--- config.mk ---
export PLATFORM = sky130hd
export DESIGN_NAME = nnz_map
export DESIGN_NICKNAME = d
export VERILOG_FILES = /design/src/sv/nnz_pkg.sv /design/src/sv/nnz_map.sv
export SDC_FILE = /design/constraint.sdc
export NUM_CORES = 1
export LEC_CHECK = 0
export BUFFER_PORTS_ARGS = -buffer_cell sky130_fd_sc_hd__buf_4
export CORE_MARGIN = 2
export CORE_UTILIZATION = 40
export DETAILED_ROUTE_END_ITERATION = 12
export PLACE_DENSITY_LB_ADDON = 0.2
export REMOVE_ABC_BUFFERS = 1
export SLEW_MARGIN = 15
export SYNTH_ARGS = -nofsm -noshare
export SYNTH_HDL_FRONTEND = slang
export SYNTH_SLANG_ARGS = --single-unit
--- constraint.sdc ---
create_clock -name clock -period 13.88 [get_ports clock]
set_input_delay 1.388 -clock clock [delete_from_list [all_inputs] [get_ports clock]]
set_output_delay 1.388 -clock clock [all_outputs]
set_load 0.005 [all_outputs]
--- src/sv/nnz_pkg.sv ---
// nnz_pkg: shared types and constants of the nearest-neighbor zoom preview.
// No dependencies; imported by every module of the block.
`default_nettype none
package nnz_pkg;

   // request operation codes
   typedef enum logic {
      OP_WRITE = 1'b0,
      OP_READ  = 1'b1
   } op_type;

   // configuration register indexes
   localparam logic [1:0] CSR_SCALE_STEP = 2'd0;
   localparam logic [1:0] CSR_ORIGIN_X   = 2'd1;
   localparam logic [1:0] CSR_ORIGIN_Y   = 2'd2;
   localparam logic [1:0] CSR_BACKGROUND = 2'd3;

   // register reset values
   localparam logic [23:0] SCALE_STEP_RESET = 24'h010000;
   localparam logic [31:0] ORIGIN_RESET     = 32'h00000000;
   localparam logic [15:0] BACKGROUND_RESET = 16'hFFFF;

   // 16.16 rounding half, at the width of the mapping sum
   localparam logic signed [33:0] FIX_HALF = 34'sd32768;

   // control word handed from the mapping stage to the frame store
   typedef struct packed {
      logic rsp_valid;   // a read request whose result follows
      logic mem_write;   // a write request inside the frame
      logic in_range;    // mapped source inside the frame
   } stage_ctl_type;

endpackage
`default_nettype wire

--- src/sv/nnz_map.sv ---
// nnz_map: two-stage coordinate mapping, multiply then offset/round/range check.
// Depends on nnz_pkg; produces the frame store address and control word.
`default_nettype none
module nnz_map #(
   parameter int FRAME_WIDTH  = 256,
   parameter int FRAME_HEIGHT = 256,
   parameter int ADDR_BITS    = 16
) (
   input  wire logic                  clock,
   input  wire logic                  reset,
   input  wire logic                  in_valid,
   input  wire logic                  in_operation,
   input  wire logic [7:0]            in_pixel_x,
   input  wire logic [7:0]            in_pixel_y,
   input  wire logic [15:0]           in_pixel_value,
   input  wire logic [23:0]           scale_step,
   input  wire logic signed [31:0]    origin_x,
   input  wire logic signed [31:0]    origin_y,
   output nnz_pkg::stage_ctl_type     ctl_out,
   output logic [ADDR_BITS-1:0]       addr_out,
   output logic [15:0]                wdata_out
);
   import nnz_pkg::*;

   localparam int XB = (FRAME_WIDTH  > 1) ? $clog2(FRAME_WIDTH)  : 1;
   localparam int YB = (FRAME_HEIGHT > 1) ? $clog2(FRAME_HEIGHT) : 1;

   // multiply stage
   logic        s2_valid_ff, s2_valid_in;
   logic        s2_op_ff;
   logic [7:0]  s2_x_ff, s2_y_ff;
   logic [15:0] s2_val_ff;
   logic [31:0] prod_x_ff, prod_x_in;
   logic [31:0] prod_y_ff, prod_y_in;

   // map stage
   stage_ctl_type          ctl_ff, ctl_in;
   logic [ADDR_BITS-1:0]   addr_ff, addr_in;
   logic [15:0]            wdata_ff;

   logic signed [33:0] sum_x, sum_y;
   logic [17:0]        src_x, src_y;
   logic               inside_x, inside_y, wr_inside;
   logic [XB-1:0]      col_idx;
   logic [YB-1:0]      row_idx;

   assign s2_valid_in = in_valid;
   assign prod_x_in   = {24'd0, in_pixel_x} * {8'd0, scale_step};
   assign prod_y_in   = {24'd0, in_pixel_y} * {8'd0, scale_step};

   always_ff @(posedge clock) begin
      if (reset) begin
         s2_valid_ff <= 1'b0;
      end else begin
         s2_valid_ff <= s2_valid_in;
      end
      s2_op_ff  <= in_operation;
      s2_x_ff   <= in_pixel_x;
      s2_y_ff   <= in_pixel_y;
      s2_val_ff <= in_pixel_value;
      prod_x_ff <= prod_x_in;
      prod_y_ff <= prod_y_in;
   end

   // floor((origin + coord*step + half) / 2^16) via arithmetic shift
   always_comb begin
      sum_x = $signed({{2{origin_x[31]}}, origin_x}) + $signed({2'b00, prod_x_ff}) + FIX_HALF;
      sum_y = $signed({{2{origin_y[31]}}, origin_y}) + $signed({2'b00, prod_y_ff}) + FIX_HALF;
      src_x = sum_x[33:16];
      src_y = sum_y[33:16];
      inside_x  = !src_x[17] && (src_x[16:0] < 17'(FRAME_WIDTH));
      inside_y  = !src_y[17] && (src_y[16:0] < 17'(FRAME_HEIGHT));
      wr_inside = (32'(s2_x_ff) < 32'(FRAME_WIDTH)) && (32'(s2_y_ff) < 32'(FRAME_HEIGHT));

      if (s2_op_ff == OP_WRITE) begin
         col_idx = XB'(s2_x_ff);
         row_idx = YB'(s2_y_ff);
      end else begin
         col_idx = XB'(src_x);
         row_idx = YB'(src_y);
      end
      addr_in = ADDR_BITS'(row_idx) * ADDR_BITS'(FRAME_WIDTH) + ADDR_BITS'(col_idx);

      ctl_in.rsp_valid = s2_valid_ff && (s2_op_ff == OP_READ);
      ctl_in.mem_write = s2_valid_ff && (s2_op_ff == OP_WRITE) && wr_inside;
      ctl_in.in_range  = inside_x && inside_y;
   end

   always_ff @(posedge clock) begin
      if (reset) begin
         ctl_ff <= '0;
      end else begin
         ctl_ff <= ctl_in;
      end
      addr_ff  <= addr_in;
      wdata_ff <= s2_val_ff;
   end

   assign ctl_out   = ctl_ff;
   assign addr_out  = addr_ff;
   assign wdata_out = wdata_ff;

endmodule
`default_nettype wire

# ---- After elaboration in Yosys (flattened, before gate mapping)
# Cells that the tools add are included.
dict set report totals {
  latchBits 0
  romBits 0
  output_inout_bits 35
  reg_bits 133
  input_bits 124
  ram_bits 0
  elab_cells 31
  memories 0
}
dict set report classes {
  shift 0
  magnitude_cmp 2
  n_div 0
  n_mux 2
  n_addsub 5
  n_reduce_logical 7
  eq_ne 0
  n_bitwise 1
  n_mul 2
}
# operator count
set ops {}
lappend ops {{$add A32 B33 Y34} 2}
lappend ops {{$add A34 B17 Y34 const B} 2}
lappend ops {{$mul A8 B24 Y32} 2}
lappend ops {{$lt A17 B9 Y1 const B} 2}
lappend ops {{$add A16 B8 Y16} 1}
lappend ops {{$mux W8} 2}
lappend ops {{$logic_and A1 B1 Y1} 5}
lappend ops {{$logic_not A1 Y1} 2}
lappend ops {{$not A1 Y1} 1}

# ---- Logic depth before layout (Yosys ltp)
# Gate-level depths: netlist of run 1.
dict set report logic_depth {
  word_depth 5
  ltp_mapped 21
  mapped_depth_nobuf 20
}

# ---- Least setup slack after synthesis of run 1
# OpenSTA, ideal clock, no wires.
dict set report synth_timing {
  path_type {input -> register}
  from {input in_pixel_y[2]}
  to {register prod_y_ff[31]}
  stages 20
  required_time_ps 13748
  t_arrival_ps 6019
  setup_slack_ps 7730
  setup_time_ps 132
  path_buffers 1
  cell_sequence {clkbuf_1 > nand2_1 > fa_1 > inv_1 > fa_1 > fa_1 > inv_1 > fa_1 > inv_1 > ha_1 > a21o_1 > a21o_1 > a21o_1 > a21oi_1 > o2111ai_1 > a31o_2 > a211oi_1 > o21ai_0 > a2111oi_0 > nor3b_1}
}
dict set report synth_between {
  elab_chain_cells 1
}
# item line
set synth_lines {}
lappend synth_lines {{start: declaration} nnz_map.sv:14} ;# input wire logic [7:0] in_pixel_y,
lappend synth_lines {{$mul A8 B24 Y32} nnz_map.sv:49} ;# assign prod_y_in = {24'd0, in_pixel_y} * {8'd0, scale_step};
lappend synth_lines {{net prod_y_in[31]} nnz_map.sv:34} ;# logic [31:0] prod_y_ff, prod_y_in;
lappend synth_lines {{end signal: assignment} nnz_map.sv:62} ;# prod_y_ff <= prod_y_in;
lappend synth_lines {{end: declaration} nnz_map.sv:34}
# The timed path passes the listed nets, and every way through them passes these cells.
# A chain may end at the register's enable or synchronous reset.

# ---- Worst setup path after layout of run 1
dict set report layout_timing {
  from {input in_pixel_y[2]}
  to {register prod_y_ff[30]}
}
# Same word-level chain as after synthesis.

==> run summary, run 1 <==
Dividing total power by cell area gives a power density of between 150 and 200 nW/um^2. The wire length of the first global-routing pass came out at 72100 um. The critical path's most frequent cell is sky130_fd_sc_hd__fa_1. Setup total negative slack on the finished layout was measured at 0 ns. The initial core utilization is 0.403. The number of warnings issued by yosys is 0.

In the synthesized netlist the dominant register cell turns out to be sky130_fd_sc_hd__dfxtp_1. After clock tree synthesis, the clock-pin slew on the worst setup and hold paths is about 0.060 ns. The family with the most delay on the worst path is adder cells. The number of CTS-inserted buffers is 17. Ranked by instance count, the synthesized netlist is headed by sky130_fd_sc_hd__inv_1, sky130_fd_sc_hd__and2_1, sky130_fd_sc_hd__fa_1. Setup repair after global routing left no endpoint under its margin.

The count of final setup violators came out at 0. sky130_fd_sc_hd__fa_1 takes more of the synthesized area than any other cell. The flow ran to the end, and the final reports show no timing, DRC or antenna violations. Across the run, the number of max-cap violations was 0. The maximum achievable frequency came out at about 0.16 GHz. The detailed router's first-iteration violation count came out at around 570. The total wire length after detailed routing came out at between 40000 and 50000 um. The aggregate global routing overflow came out at 0. The worst setup slack after layout is about 7.5 ns. The via count of the first global-routing pass is around 14000. The hold violation count in the final report is 0.

The clock skew after layout is between 0.01 and 0.015 ns. Subtracting the final worst setup slack from the clock period gives 6.38 ns. The number of antenna repair diodes came out at 0. The actual transition at the worst max-transition pin came out at 0.750 ns. The number of antenna-violating nets in the routed design came out at 0. Synthesis inferred ~130 register bits. In this run, distinct cell masters in the synthesized netlist total between 60 and 70. The required time of the critical path is around 14 ns.

The count of H-tree levels built during CTS is 4. The number of buffers inserted by port buffering is between 150 and 200. The number of antenna violations at the first check in global routing is 1. The critical path is of the in -> reg type. Synthesis handed over a netlist of about 1900 instances.

The number of synthesized flops with an enable pin is 0. The number of buffers and inverters on the critical path is 4. The combined flip-flop and latch cell area came out at approximately 2700 sq um. Detailed routing inserted a total of roughly 13000 vias. The signed area change from the synthesized netlist to the final layout is 12.9%. Headroom to the max-slew limit came out at 0.496. The clock reaches the later pin of the worst-skew pair after 0.47 ns.

The cell count after placement is 2586. The fraction of the core area covered by cells at the end of the flow came out at 0.455. For the worst setup path, the data arrival time is ~6.8 ns. By instance count, the leading cell after synthesis is sky130_fd_sc_hd__inv_1. On the critical path, the stage with the largest delay is an instance of sky130_fd_sc_hd__nor4b_1.

The global-route total usage across every layer is 0.198. The delay of the slowest critical-path stage came out at 0.64 ns. After detailed routing, the number of vias per cell comes to roughly 5.0. The number of nets in the final layout is between 2000 and 3000.

The minimum setup slack after placement came out at about 7 ns. The hold-critical path depth is 0. The worst reg-to-reg path cell count is 14.

In this run the horizontal extent of the chip is about 210 um. The worst hold path endpoint is wdata_out[12]$_DFF_P_. The multi-input gate area in the final layout came out at 13800 sq um.

Measured along the y axis, the die boundary spans about 210 um. STA classifies the critical path startpoint as an input port. The floorplan has 77 rows. The largest net degree at the start of global routing came out at 26. In this run the cell area of the synthesized design comes to roughly 18000 sq um. The total of hold buffers inserted after clock tree synthesis is 0. The worst-case clock buffer depth came out at 2. The number of sinks driven by the clock tree is 133. The number of iterations in the first detailed-routing pass came out at 6. In this run the critical register-to-register path is captured at ctl_out[0]$_SDFF_PP0_. The placed wire-length estimate is approximately 33000 um. For flop-to-flop paths, the worst setup slack is 10.14 ns. The routed wire length per instance is roughly 16 um. The highest net fanout along the worst path came out at 25. The fraction of layout instances using a drive strength above 1 is 0.112. Gates resized during post-CTS repair numbered 0.

Traced cell by cell, the critical path runs through buf_4 > nand2_1 > fa_1 > fa_1 > inv_1 > fa_1 > inv_1 > fa_1 > inv_1 > ha_1 > a21oi_1 > o21ai_0 > o211ai_1 > a211oi_1 > nor4b_1 > o31ai_1 > or2_2 > a2111o_1 > nand3_1. The share of synthesized registers carrying an async set or reset is 0. The number of primary I/O pins came out at 159. The full die area came out at between 40000 and 50000 sq um.

The share of the Yosys chip area taken by registers is 0.150. In this run the critical register-to-register path is launched from prod_y_ff[15]$_DFF_P_. The weighted congestion reported at the end of routability-driven placement came out at 0.870. In the post-synthesis netlist, the biggest area contributors are sky130_fd_sc_hd__fa_1, sky130_fd_sc_hd__ha_1, sky130_fd_sc_hd__dfxtp_1, sky130_fd_sc_hd__and2_1, sky130_fd_sc_hd__inv_1. The final number of max-transition violations came to 0. The type of the most critical hold path is reg -> reg. The part of the cycle the worst path needs is 0.460. The tree is rooted in a sky130_fd_sc_hd__clkbuf_16.

STA classifies the critical path endpoint as a flip-flop. The core region is roughly 44000 sq um. The minimum hold slack came out at between 0.3 and 0.4 ns.

The beginning of the worst hold path is s2_val_ff[12]$_DFF_P_. The number of buffers inserted to repair setup after CTS came out at 0. The mean instance size in the synthesized netlist came out at a little over 9 sq um.

The number of cells in the finished layout apart from fillers came out at ~2600. For this design the static power due to leakage is roughly 10 nW. The count of fill cells added during filler insertion came out at 4307. The highest ir drop seen on vdd is 0.101 mV. The clock tree from TritonCTS is done. The area share of the leading cell type in the synthesized netlist came out at 0.298.

The number of remaining DRC errors came out at 0.
==> flip-flops by register name, indices dropped and copies added (netlist names) <==
signal and count:
addr_out 16, wdata_out 16, s2_val_ff 16, prod_y_ff 32, prod_x_ff 32, s2_x_ff 8, ctl_out 3, s2_y_ff 8
s2_valid_ff 1, s2_op_ff 1
==> where the power goes <==
part | switching (W) | leakage [nW] | total [W] | internal, W
clock network | 0.000198 | 0.287 | 0.000469 | 0.000271
logic | 0.00149 | 8.62 | 0.00270 | 0.00121
registers | 0.0000449 | 1.12 | 0.000579 | 0.000534
==> worst reg2reg max path, delay by kind of cell (launching register included) <==
family	cells	cell delay, ns
AO/OA/AOI/OAI	8	2.32
adder cells (fa/ha/maj)	2	0.57
buffers and inverters	2	0.10
flip-flops	1	0.31
AND/OR/NAND/NOR	2	0.37
==> cell type report <==
cell class,instances,area share
multi-input cells,1412,0.687
flip-flops and latches,133,0.133
repair buffers,159,0.0596
inverters,290,0.0543
well taps,592,0.0370
clock buffers,18,0.0219
clock inverters,13,0.00737
==> logic make-up after synthesis <==
group / synth area share
compound gates: 0.0943
xor+xnor: 0.0311
fa+ha+maj: 0.459
buf+inv: 0.0743
flops: 0.150
mux: 0.0106
simple gates: 0.181
==> metrics by stage <==
| stage | power, W | instance area (sq um) |
|---|---|---|
| floorplan | 0.00262 | 17500 |
| global placement | 0.00325 | 19400 |
| detailed placement | 0.00328 | 19400 |
| CTS | 0.00378 | 20000 |
| global route | 0.00419 | 20000 |
| finish | 0.00375 | 20000 |
==> layer usage <==
layer  global-route usage  vias to the layer above  share of wire
li1                     -                     6306              -
met1                0.256                     6650           0.46
met2                0.346                      202           0.49
met3               0.0235                       39          0.030
met4               0.0600                        0          0.018
met5                    0                        -              0
==> layout by cell type (no fill, tap or decap), types with 37 or more instances in the layout <==
cell | synthesis | routed
sky130_fd_sc_hd__inv_1 | 290 | 290
sky130_fd_sc_hd__and2_1 | 287 | 287
sky130_fd_sc_hd__fa_1 | 264 | 264
sky130_fd_sc_hd__ha_1 | 228 | 228
sky130_fd_sc_hd__buf_4 | 0 | 159
sky130_fd_sc_hd__nand2_1 | 145 | 145
sky130_fd_sc_hd__dfxtp_1 | 133 | 133
sky130_fd_sc_hd__a21oi_1 | 72 | 72
sky130_fd_sc_hd__nor2_1 | 49 | 49
sky130_fd_sc_hd__o21ai_0 | 45 | 45
sky130_fd_sc_hd__xnor2_1 | 39 | 39
sky130_fd_sc_hd__a21o_1 | 37 | 37
==> how the worst max path moves through the flow <==
stage / startpoint / end / cells after the start
floorplan: scale_step[7] / prod_y_ff[31]$_DFF_P_ / 18
global placement: in_pixel_y[2] / prod_y_ff[30]$_DFF_P_ / 19
detailed placement: in_pixel_y[2] / prod_y_ff[30]$_DFF_P_ / 19
CTS: in_pixel_y[2] / prod_y_ff[30]$_DFF_P_ / 19
global route: in_pixel_y[2] / prod_y_ff[30]$_DFF_P_ / 19
finish: in_pixel_y[2] / prod_y_ff[30]$_DFF_P_ / 19
Note: power is estimated with default switching activity, not from simulation.
==> run 2: changes to the inputs <==
- ABC_AREA: default -> 1
- clock period: 13.88 -> 5.1 ns (I/O delays scaled with it)
==> run 2 against run 1 <==
Compared with the run above:
- critical path depth grew 3
- total power grew to 3.3 times the previous value
- count of clock-buffer cells in the layout is the same
- sequential share of layout area shrank 1.4 points
- via count grew 29%
- core utilization shrank 0.45 points
- worst setup slack lost 6.8 ns
- non-clock buffer count grew 8
- clock power grew to 2.6 times the previous value
- largest cell class unchanged
- largest power group unchanged
- highest routed layer unchanged
==> run summary, run 2 <==
The run finished with clean final reports. By area, the combinational part of the netlist is dominated by adder cells. The synthesized design contains 0 enable-type register cells. The simple logic cell fraction of the synthesized area is 0.215.

At the pin with the least slew margin, the transition time is ~1.1 ns. The number of buffers and inverters on the critical path is 5. The total of hold buffers inserted after clock tree synthesis came out at 0. The slowest cell on the critical path is sky130_fd_sc_hd__fa_1. Traced cell by cell, the critical path runs through buf_4 > buf_4 > nand2_1 > inv_1 > fa_1 > fa_1 > fa_1 > inv_1 > fa_1 > inv_1 > ha_1 > a21oi_1 > o21ai_0 > a21oi_2 > o21ai_2 > nand2_1 > nand2_1 > a21bo_2 > nand2_1 > nand2_1 > nand2_1 > nand2_1. The hold violation count in the final report came out at 0.

In this run the number of H-tree levels came out at 4. The first global-routing pass estimated 93500 um of wire. Each instance of the synthesized netlist takes up on average between 7 and 8 sq um.

Among all cell types in the netlist, the one instantiated most often is sky130_fd_sc_hd__nand2_1. The cell area after synthesis came out at 20100 sq um. The largest total area in the synthesized netlist belongs to sky130_fd_sc_hd__fa_1. By startpoint and endpoint, the worst setup path is classified as in -> reg. The aggregate global routing overflow is 0.

The initial utilization of the core area, before any placement, comes to 0.403. The signal arrival time at the worst endpoint is roughly 4.7 ns. The maximum achievable frequency came out at 0.227 GHz. The largest net degree at the start of global routing is 33. The static leakage is 13.6 nW. TritonCTS built the clock tree. After synthesis, the share of cell area in mux cells is 0. The share of synthesized registers carrying an async set or reset is 0. The commonest non-fill, non-tap cell in the layout is sky130_fd_sc_hd__nand2_1. From synthesis to final layout, the design area changed by 11.8%. The number of sinks driven by the clock tree came out at between 100 and 150. Along the worst path, the maximum fanout reaches 11. The remaining max-slew budget at the tightest pin is 0.265.

The compound-gate portion of the synthesized area is 0.0738. Counting distinct cell types in the post-synthesis netlist gives 46. In the final timing run, aggregate negative setup slack is 0 ns. The count of buffers added on input and output ports is 158.

The area of the placeable core came out at roughly 50000 sq um. The library cells used most frequently in the layout, excluding fill and tap cells, are sky130_fd_sc_hd__nand2_1, sky130_fd_sc_hd__inv_1, sky130_fd_sc_hd__fa_1. The clock skew after layout is approximately 0.0094 ns. Counting tap cells, the placed design contains a total of 3531 instances. The count of fill cells added during filler insertion came out at between 5000 and 6000.

The type of the most critical hold path is in -> reg. The area share of the leading cell type in the synthesized netlist is 0.263. The number of antenna-violating nets in the routed design came out at 0. The via count of the first global-routing pass is 18000. Clock-pin slew was measured on the worst setup and hold paths at roughly 0.070 ns. The delay of the slowest critical-path stage is around 0.50 ns. The worst setup slack after layout came out at between 0.6 and 0.7 ns.

The insertion delay to the later sink of the worst-skew pair is about 0.44 ns. The die outline height came out at between 200 and 250 um. The adder-cell share of the synthesized area came out at 0.405. Yosys attributes the largest share of cell area to sky130_fd_sc_hd__fa_1, sky130_fd_sc_hd__nand2_1, sky130_fd_sc_hd__ha_1, sky130_fd_sc_hd__dfxtp_1, sky130_fd_sc_hd__inv_1. The die covers approximately 52000 sq um. The number of iterations in the first detailed-routing pass is 5. The number of warnings issued by yosys came out at 0. The number of nets in the final layout is 3494. The required time of the critical path is 5.44 ns. The clock root buffer is sky130_fd_sc_hd__clkbuf_16. The part of the cycle the worst path needs is 0.863.

Among cell families on the critical path, the largest total delay comes from adder cells. The minimum setup slack after placement is 0.280 ns. The ratio of routed vias to standard cells came out at around 4.8. The count of final setup violators is 0. The repair_antennas step left the layout with diodes totalling 0. Ranked by instance count, the synthesized netlist is headed by sky130_fd_sc_hd__nand2_1, sky130_fd_sc_hd__inv_1, sky130_fd_sc_hd__fa_1. The final number of max-transition violations is 0. The longest clock path from root to sink contains 2 buffers. The total vias in the final route is between 15000 and 20000. Once the clock tree was built, the resizer swapped 0 gates to a different size. The placed wire-length estimate came out at 47300 um. For this run, the total global-route usage over all layers was measured as 0.225. The parity-gate share of the synthesized area counting xor and xnor cells is 0.0292. The sequential area share after synthesis came out at 0.133. The number of rows in the core area is 82. The worst path in the final design needs a cycle of 4.40 ns, including I/O delays and setup. The largest registers in the layout are prod_x_ff: 32 flops, prod_y_ff: 32 flops. The worst setup path is captured at a flip-flop. The number of cells in the finished layout apart from fillers came out at between 3000 and 4000. Dividing the detail-routed wire length by the instance count gives between 15 and 20 um. The number of primary I/O pins is roughly 160. The power density normalized to cell area came out at between 500 and 600 nW/um^2. The number of buffers inserted to repair setup after CTS is 0. Setup repair after global routing left no endpoint under its margin.

The total wire length after detailed routing came out at roughly 57000 um. The number of max-capacitance violations reported is 0. The setup check on the worst reg-to-reg path leaves a slack of between 2 and 3 ns.

The leading register cell type out of synthesis is sky130_fd_sc_hd__dfxtp_1. The number of remaining DRC errors is 0. The fraction of the core area covered by cells at the end of the flow is 0.451. The die span in x came out at ~230 um. Of the cells placed in the final design, the portion with a size suffix greater than 1 is 0.0913. The highest ir drop seen on vdd came out at ~0.25 mV. After technology mapping, the gate count stands at approximately 2800. The worst setup path is launched from an input port. The number of antenna violations at the first check in global routing was 1. The number of CTS-inserted buffers is 17. By instance count, the cell type seen most on the critical path is sky130_fd_sc_hd__nand2_1. The detailed router's first-iteration violation count is 872. The weighted congestion reported at the end of routability-driven placement came out at slightly above 0.9. Synthesis inferred about 130 register bits.
==> run 2: changes by cell type after synthesis, moves of 13 or more <==
cell / previous run / this run
sky130_fd_sc_hd__nand2_1: 145 / 790
sky130_fd_sc_hd__inv_1: 290 / 679
sky130_fd_sc_hd__and2_1: 287 / 1
sky130_fd_sc_hd__nor2_1: 49 / 126
sky130_fd_sc_hd__a21oi_1: 72 / 120
sky130_fd_sc_hd__nand3_1: 18 / 63
sky130_fd_sc_hd__a21o_1: 37 / 9
sky130_fd_sc_hd__clkbuf_1: 61 / 83
sky130_fd_sc_hd__xor2_1: 24 / 44
sky130_fd_sc_hd__nor2_2: 0 / 16
sky130_fd_sc_hd__xnor2_1: 39 / 23
sky130_fd_sc_hd__mux2_2: 14 / 0
sky130_fd_sc_hd__nor2b_1: 13 / 0
==> run 2: final cells by class <==
cell class	count	area, sq um	area share
Timing Repair Buffer	167	1250	0.0558
Clock buffer	18	439	0.0195
Sequential cell	133	2660	0.119
Clock inverter	14	159	0.00707
Inverter	686	2570	0.115
Tap cell	672	841	0.0374
Multi-Input combinational cell	1873	14500	0.647
==> run 2: per-layer routing <==
metal	routed length, um	global-route usage	vias up	part of all wire
li1	-	-	8456	-
met1	26500	0.303	8090	0.47
met2	26000	0.375	436	0.46
met3	2660	0.0324	81	0.047
met4	1380	0.0654	0	0.024
met5	0	0	-	0
==> run 2: path summary, 6_finish.rpt <==
| path | startpoint | to | depth (start not counted) |
|---|---|---|---|
| worst max-delay path | in_pixel_x[2] | prod_x_ff[27]$_DFF_P_ | 22 |
| worst min-delay path | in_pixel_value[8] | s2_val_ff[8]$_DFF_P_ | 1 |
| worst max register to register | prod_x_ff[23]$_DFF_P_ | ctl_out[0]$_SDFF_PP0_ | 14 |
| worst min register to register | s2_val_ff[4]$_DFF_P_ | wdata_out[4]$_DFF_P_ | 0 |
==> run 2: kinds of logic after synthesis <==
kind of cell,count (synthesis)
AO/OA/AOI/OAI,253
XOR/XNOR,67
adder cells (fa/ha/maj),492
buffers and inverters,770
flip-flops,133
AND/OR/NAND/NOR,1061
==> run 2: per-stage QoR <==
stage | total power (W) | instance area (sq um) | hold slack [ns]
final | 0.0124 | 22500 | 0.172
after detailed placement | 0.0111 | 21900 | 0.314
after global routing | 0.0138 | 22500 | 0.152
after CTS | 0.0124 | 22500 | 0.153
after global placement | 0.0111 | 21900 | 0.310
after floorplan | 0.00839 | 19800 | 0.310
==> run 2: power breakdown <==
part	total (W)	switching [W]	internal, W	leakage, nW
logic	0.00946	0.00597	0.00349	12.1
clock network	0.00124	0.000528	0.000707	0.289
registers	0.00167	0.000212	0.00146	1.12
total	0.0124	0.00671	0.00565	13.6
==> run 3: changes to the inputs <==
- CTS_BUF_LIST: default -> sky130_fd_sc_hd__clkbuf_4 sky130_fd_sc_hd__clkbuf_8 sky130_fd_sc_hd__clkbuf_16
- TNS_END_PERCENT: default -> 10
- clock period: 5.1 -> 3.75 ns (I/O delays scaled with it)
==> run 3 against run 2 <==
Compared with the run above:
- the flow now finishes with violations (setup timing)
- combinational power grew 91%
- total power grew 77%
- die area is the same
- sequential cell count is the same
- non-clock buffer count grew 272
- critical path depth shrank 5
- register-to-register slack lost 1.4 ns
- critical endpoint is now prod_x_ff[28]$_DFF_P_
- largest cell class unchanged
==> run summary, run 3 (synthesis results as in run 2) <==
The number of antenna repair diodes is 0. Walking the worst path, the cells encountered are buf_8 > buf_12 > nand2_2 > inv_2 > fa_1 > fa_1 > fa_1 > fa_1 > ha_4 > buf_6 > nand2_4 > nor2_4 > inv_2 > nor4_4 > nand2_1 > o211ai_1 > xor2_1. The count of final setup violators is 13. The sequential cells in the finished layout cover a total of about 2700 sq um. The final layout contains roughly 3800 nets. The total wire length after detailed routing is between 50000 and 60000 um. The required time of the critical path is 4.08 ns. The worst register-to-register path begins at prod_y_ff[21]$_DFF_P_.

The floorplan has roughly 80 rows. The total of hold buffers inserted after clock tree synthesis is 0. The highest ir drop seen on vdd is 0.444 mV. Of the cells placed in the final design, the portion with a size suffix greater than 1 is 0.219. Leaving out fill and tap cells, the most frequent cell in the layout is sky130_fd_sc_hd__nand2_1.

The total chip power came out at around 0.022 W. The critical path's most frequent cell is sky130_fd_sc_hd__fa_1. The worst reg-to-reg path cell count came out at 14. The total vias in the final route came out at ~18000. In this run the critical register-to-register path is captured at ctl_out[0]$_SDFF_PP0_. Once layout is complete, the utilization of the core stands at 0.520. The cell sitting at the root of the clock tree is a sky130_fd_sc_hd__clkbuf_16. In the final layout, the registers with the most flip-flops are prod_x_ff: 32 flops, prod_y_ff: 32 flops. The number of remaining DRC errors is 0. The analysis attributes to cell leakage a power of approximately 15 nW.

The insertion delay to the later sink of the worst-skew pair is 0.45 ns. The critical setup path kind is in -> reg. The placed wire-length estimate is between 40000 and 50000 um. The global-route total usage across every layer is 0.230.

The signal arrival time at the worst endpoint came out at approximately 4.3 ns. After clock tree synthesis, the clock-pin slew on the worst setup and hold paths is about 0.07 ns. The number of antenna-violating nets in the routed design is 0. Counting the buffers created by CTS gives 17. The multi-input combinational cells in the finished layout cover a total of between 15000 and 20000 sq um. In this run, the number of DRC markers left after iteration 0 of detailed routing was roughly 900. In this run the worst setup path terminates at prod_x_ff[28]$_DFF_P_. The count of H-tree levels built during CTS came out at 4. Once routing completed, OpenROAD measured the worst setup slack at -0.237 ns. The remaining max-slew budget at the tightest pin is 0.290.

The number of max-capacitance violations reported is 0. The weighted congestion reported at the end of routability-driven placement came out at 0.921. The wire length on met1 came out at roughly 27000 um.

The highest net fanout along the worst path came out at 15. The worst-case clock buffer depth is 2. The full die area came out at about 52000 sq um. The worst setup path is launched from an input port. The hold violation count in the final report is 0. Summed over all nets, wire length on met3 after detailed routing comes to roughly 2800 um.

The type of destination of the critical path is a flip-flop. Setup repair after global routing could not meet its margin everywhere. The routed design uses ~28000 um of met2 wire. During placement, the flow inserted port buffers numbering between 150 and 200. From synthesis to final layout, the design area changed by 29.2%. The area of the placeable core came out at around 50000 sq um. The via count of the first global-routing pass is roughly 19000. Across all register-to-register paths, the minimum setup slack is ~1.2 ns. The largest net degree at the start of global routing came out at 33. Using the TritonRoute via totals, the vias-per-cell ratio works out to 4.74. On the critical path the largest part of the delay comes from adder cells. The flow ran to the end, but the final reports show violations. The count of fill cells added during filler insertion came out at ~4800. The minimum setup slack after placement came out at -0.974 ns.

The clock skew after layout came out at around 0.018 ns. The tightest hold path in the finished design has a slack of approximately 0.043 ns. The maximum achievable frequency came out at between 0.2 and 0.3 GHz. Setup total negative slack on the finished layout was measured at -0.916 ns. In this run the worst setup path begins at in_pixel_x[7].

The number of antenna violations at the first check in global routing is 0. The tightest min-delay check is of the in -> reg type. For this configuration, the core starts out at a cell density of 0.403.

The number of primary I/O pins came out at 159. The actual transition at the worst max-transition pin is 1.06 ns. The wire length of the first global-routing pass came out at approximately 96000 um. The die span in x came out at ~230 um. For this design, the slowest cell found on the critical path is sky130_fd_sc_hd__fa_1. The first detailed-routing pass ran for 5 iterations. The clock tree from TritonCTS is done. The aggregate global routing overflow is 0. The delay of the slowest critical-path stage came out at about 0.54 ns. The final number of max-transition violations is 0. Subtracting the final worst setup slack from the clock period gives 3.99 ns. The number of buffers and inverters on the critical path came out at 5. The final reports fail on setup timing. The number of cells on the critical path came out at 17. In the layout the commonest cells are sky130_fd_sc_hd__nand2_1, sky130_fd_sc_hd__inv_1, sky130_fd_sc_hd__buf_4. The routed wire length per instance is ~15 um. The part of the cycle the worst path needs came out at 1.06.

In this run the vertical extent of the chip is approximately 230 um. The uppermost layer routed is met4. The number of sinks driven by the clock tree is 133. Power spread over the standard cell area amounts to between 800 and 900 nW/um^2.
run 3: changes by cell type in the layout (fill, tap and decap cells not counted), sizes merged:
cell | previous run | this run
clkinv | 4 | 5
clkbuf | 18 | 21
buf | 167 | 435
bufbuf | 0 | 1
inv | 693 | 692
run 3: metal layers:
metal,GRT usage,vias to the layer above
li1,-,9041
met1,0.306,8605
met2,0.399,452
met3,0.0271,61
met4,0.0549,0
met5,0,-
run 3: worst min path at each step:
stage | slack [ns] | to | cells after the start | startpoint
5_1_grt | 0.02 | s2_val_ff[0]$_DFF_P_ | 1 | in_pixel_value[0]
6_report | 0.04 | s2_val_ff[2]$_DFF_P_ | 1 | in_pixel_value[2]
3_3_place_gp | 0.31 | wdata_out[15]$_DFF_P_ | 0 | s2_val_ff[15]$_DFF_P_
4_1_cts | 0.02 | s2_val_ff[8]$_DFF_P_ | 1 | in_pixel_value[8]
3_5_place_dp | 0.32 | wdata_out[6]$_DFF_P_ | 0 | s2_val_ff[6]$_DFF_P_
2_1_floorplan | 0.31 | wdata_out[0]$_DFF_P_ | 0 | s2_val_ff[0]$_DFF_P_
run 3: stage by stage:
stage / cells / area (sq um)
5_1_grt: 3835 / 26000
4_1_cts: 3826 / 25200
3_5_place_dp: 3782 / 23900
3_3_place_gp: 3782 / 23900
6_report: 3835 / 26000
2_1_floorplan: 2692 / 19800
run 3: where the power goes:
| part | switching (W) | internal, W | leakage, nW | total (W) |
|---|---|---|---|---|
| Sequential | 0.000255 | 0.00198 | 1.12 | 0.00224 |
| Combinational | 0.00979 | 0.00827 | 13.7 | 0.0181 |
| Clock | 0.000700 | 0.000938 | 0.281 | 0.00164 |
run 3: timing repair:
item,in CTS,in global routing
setup endpoints to repair,34,38
pin swaps,38,75
buffers inserted,10,6
hold endpoints to repair,0,0
gates resized for setup,128,140
gates cloned,2,3
run 3: area by class of cell:
| cell class | count | area share |
|---|---|---|
| Multi-Input combinational cell | 1873 | 0.596 |
| Timing Repair Buffer | 439 | 0.147 |
| Sequential cell | 133 | 0.103 |
| Tap cell | 672 | 0.0324 |
| Clock buffer | 18 | 0.0167 |
| Inverter | 686 | 0.0992 |
| Clock inverter | 14 | 0.00545 |
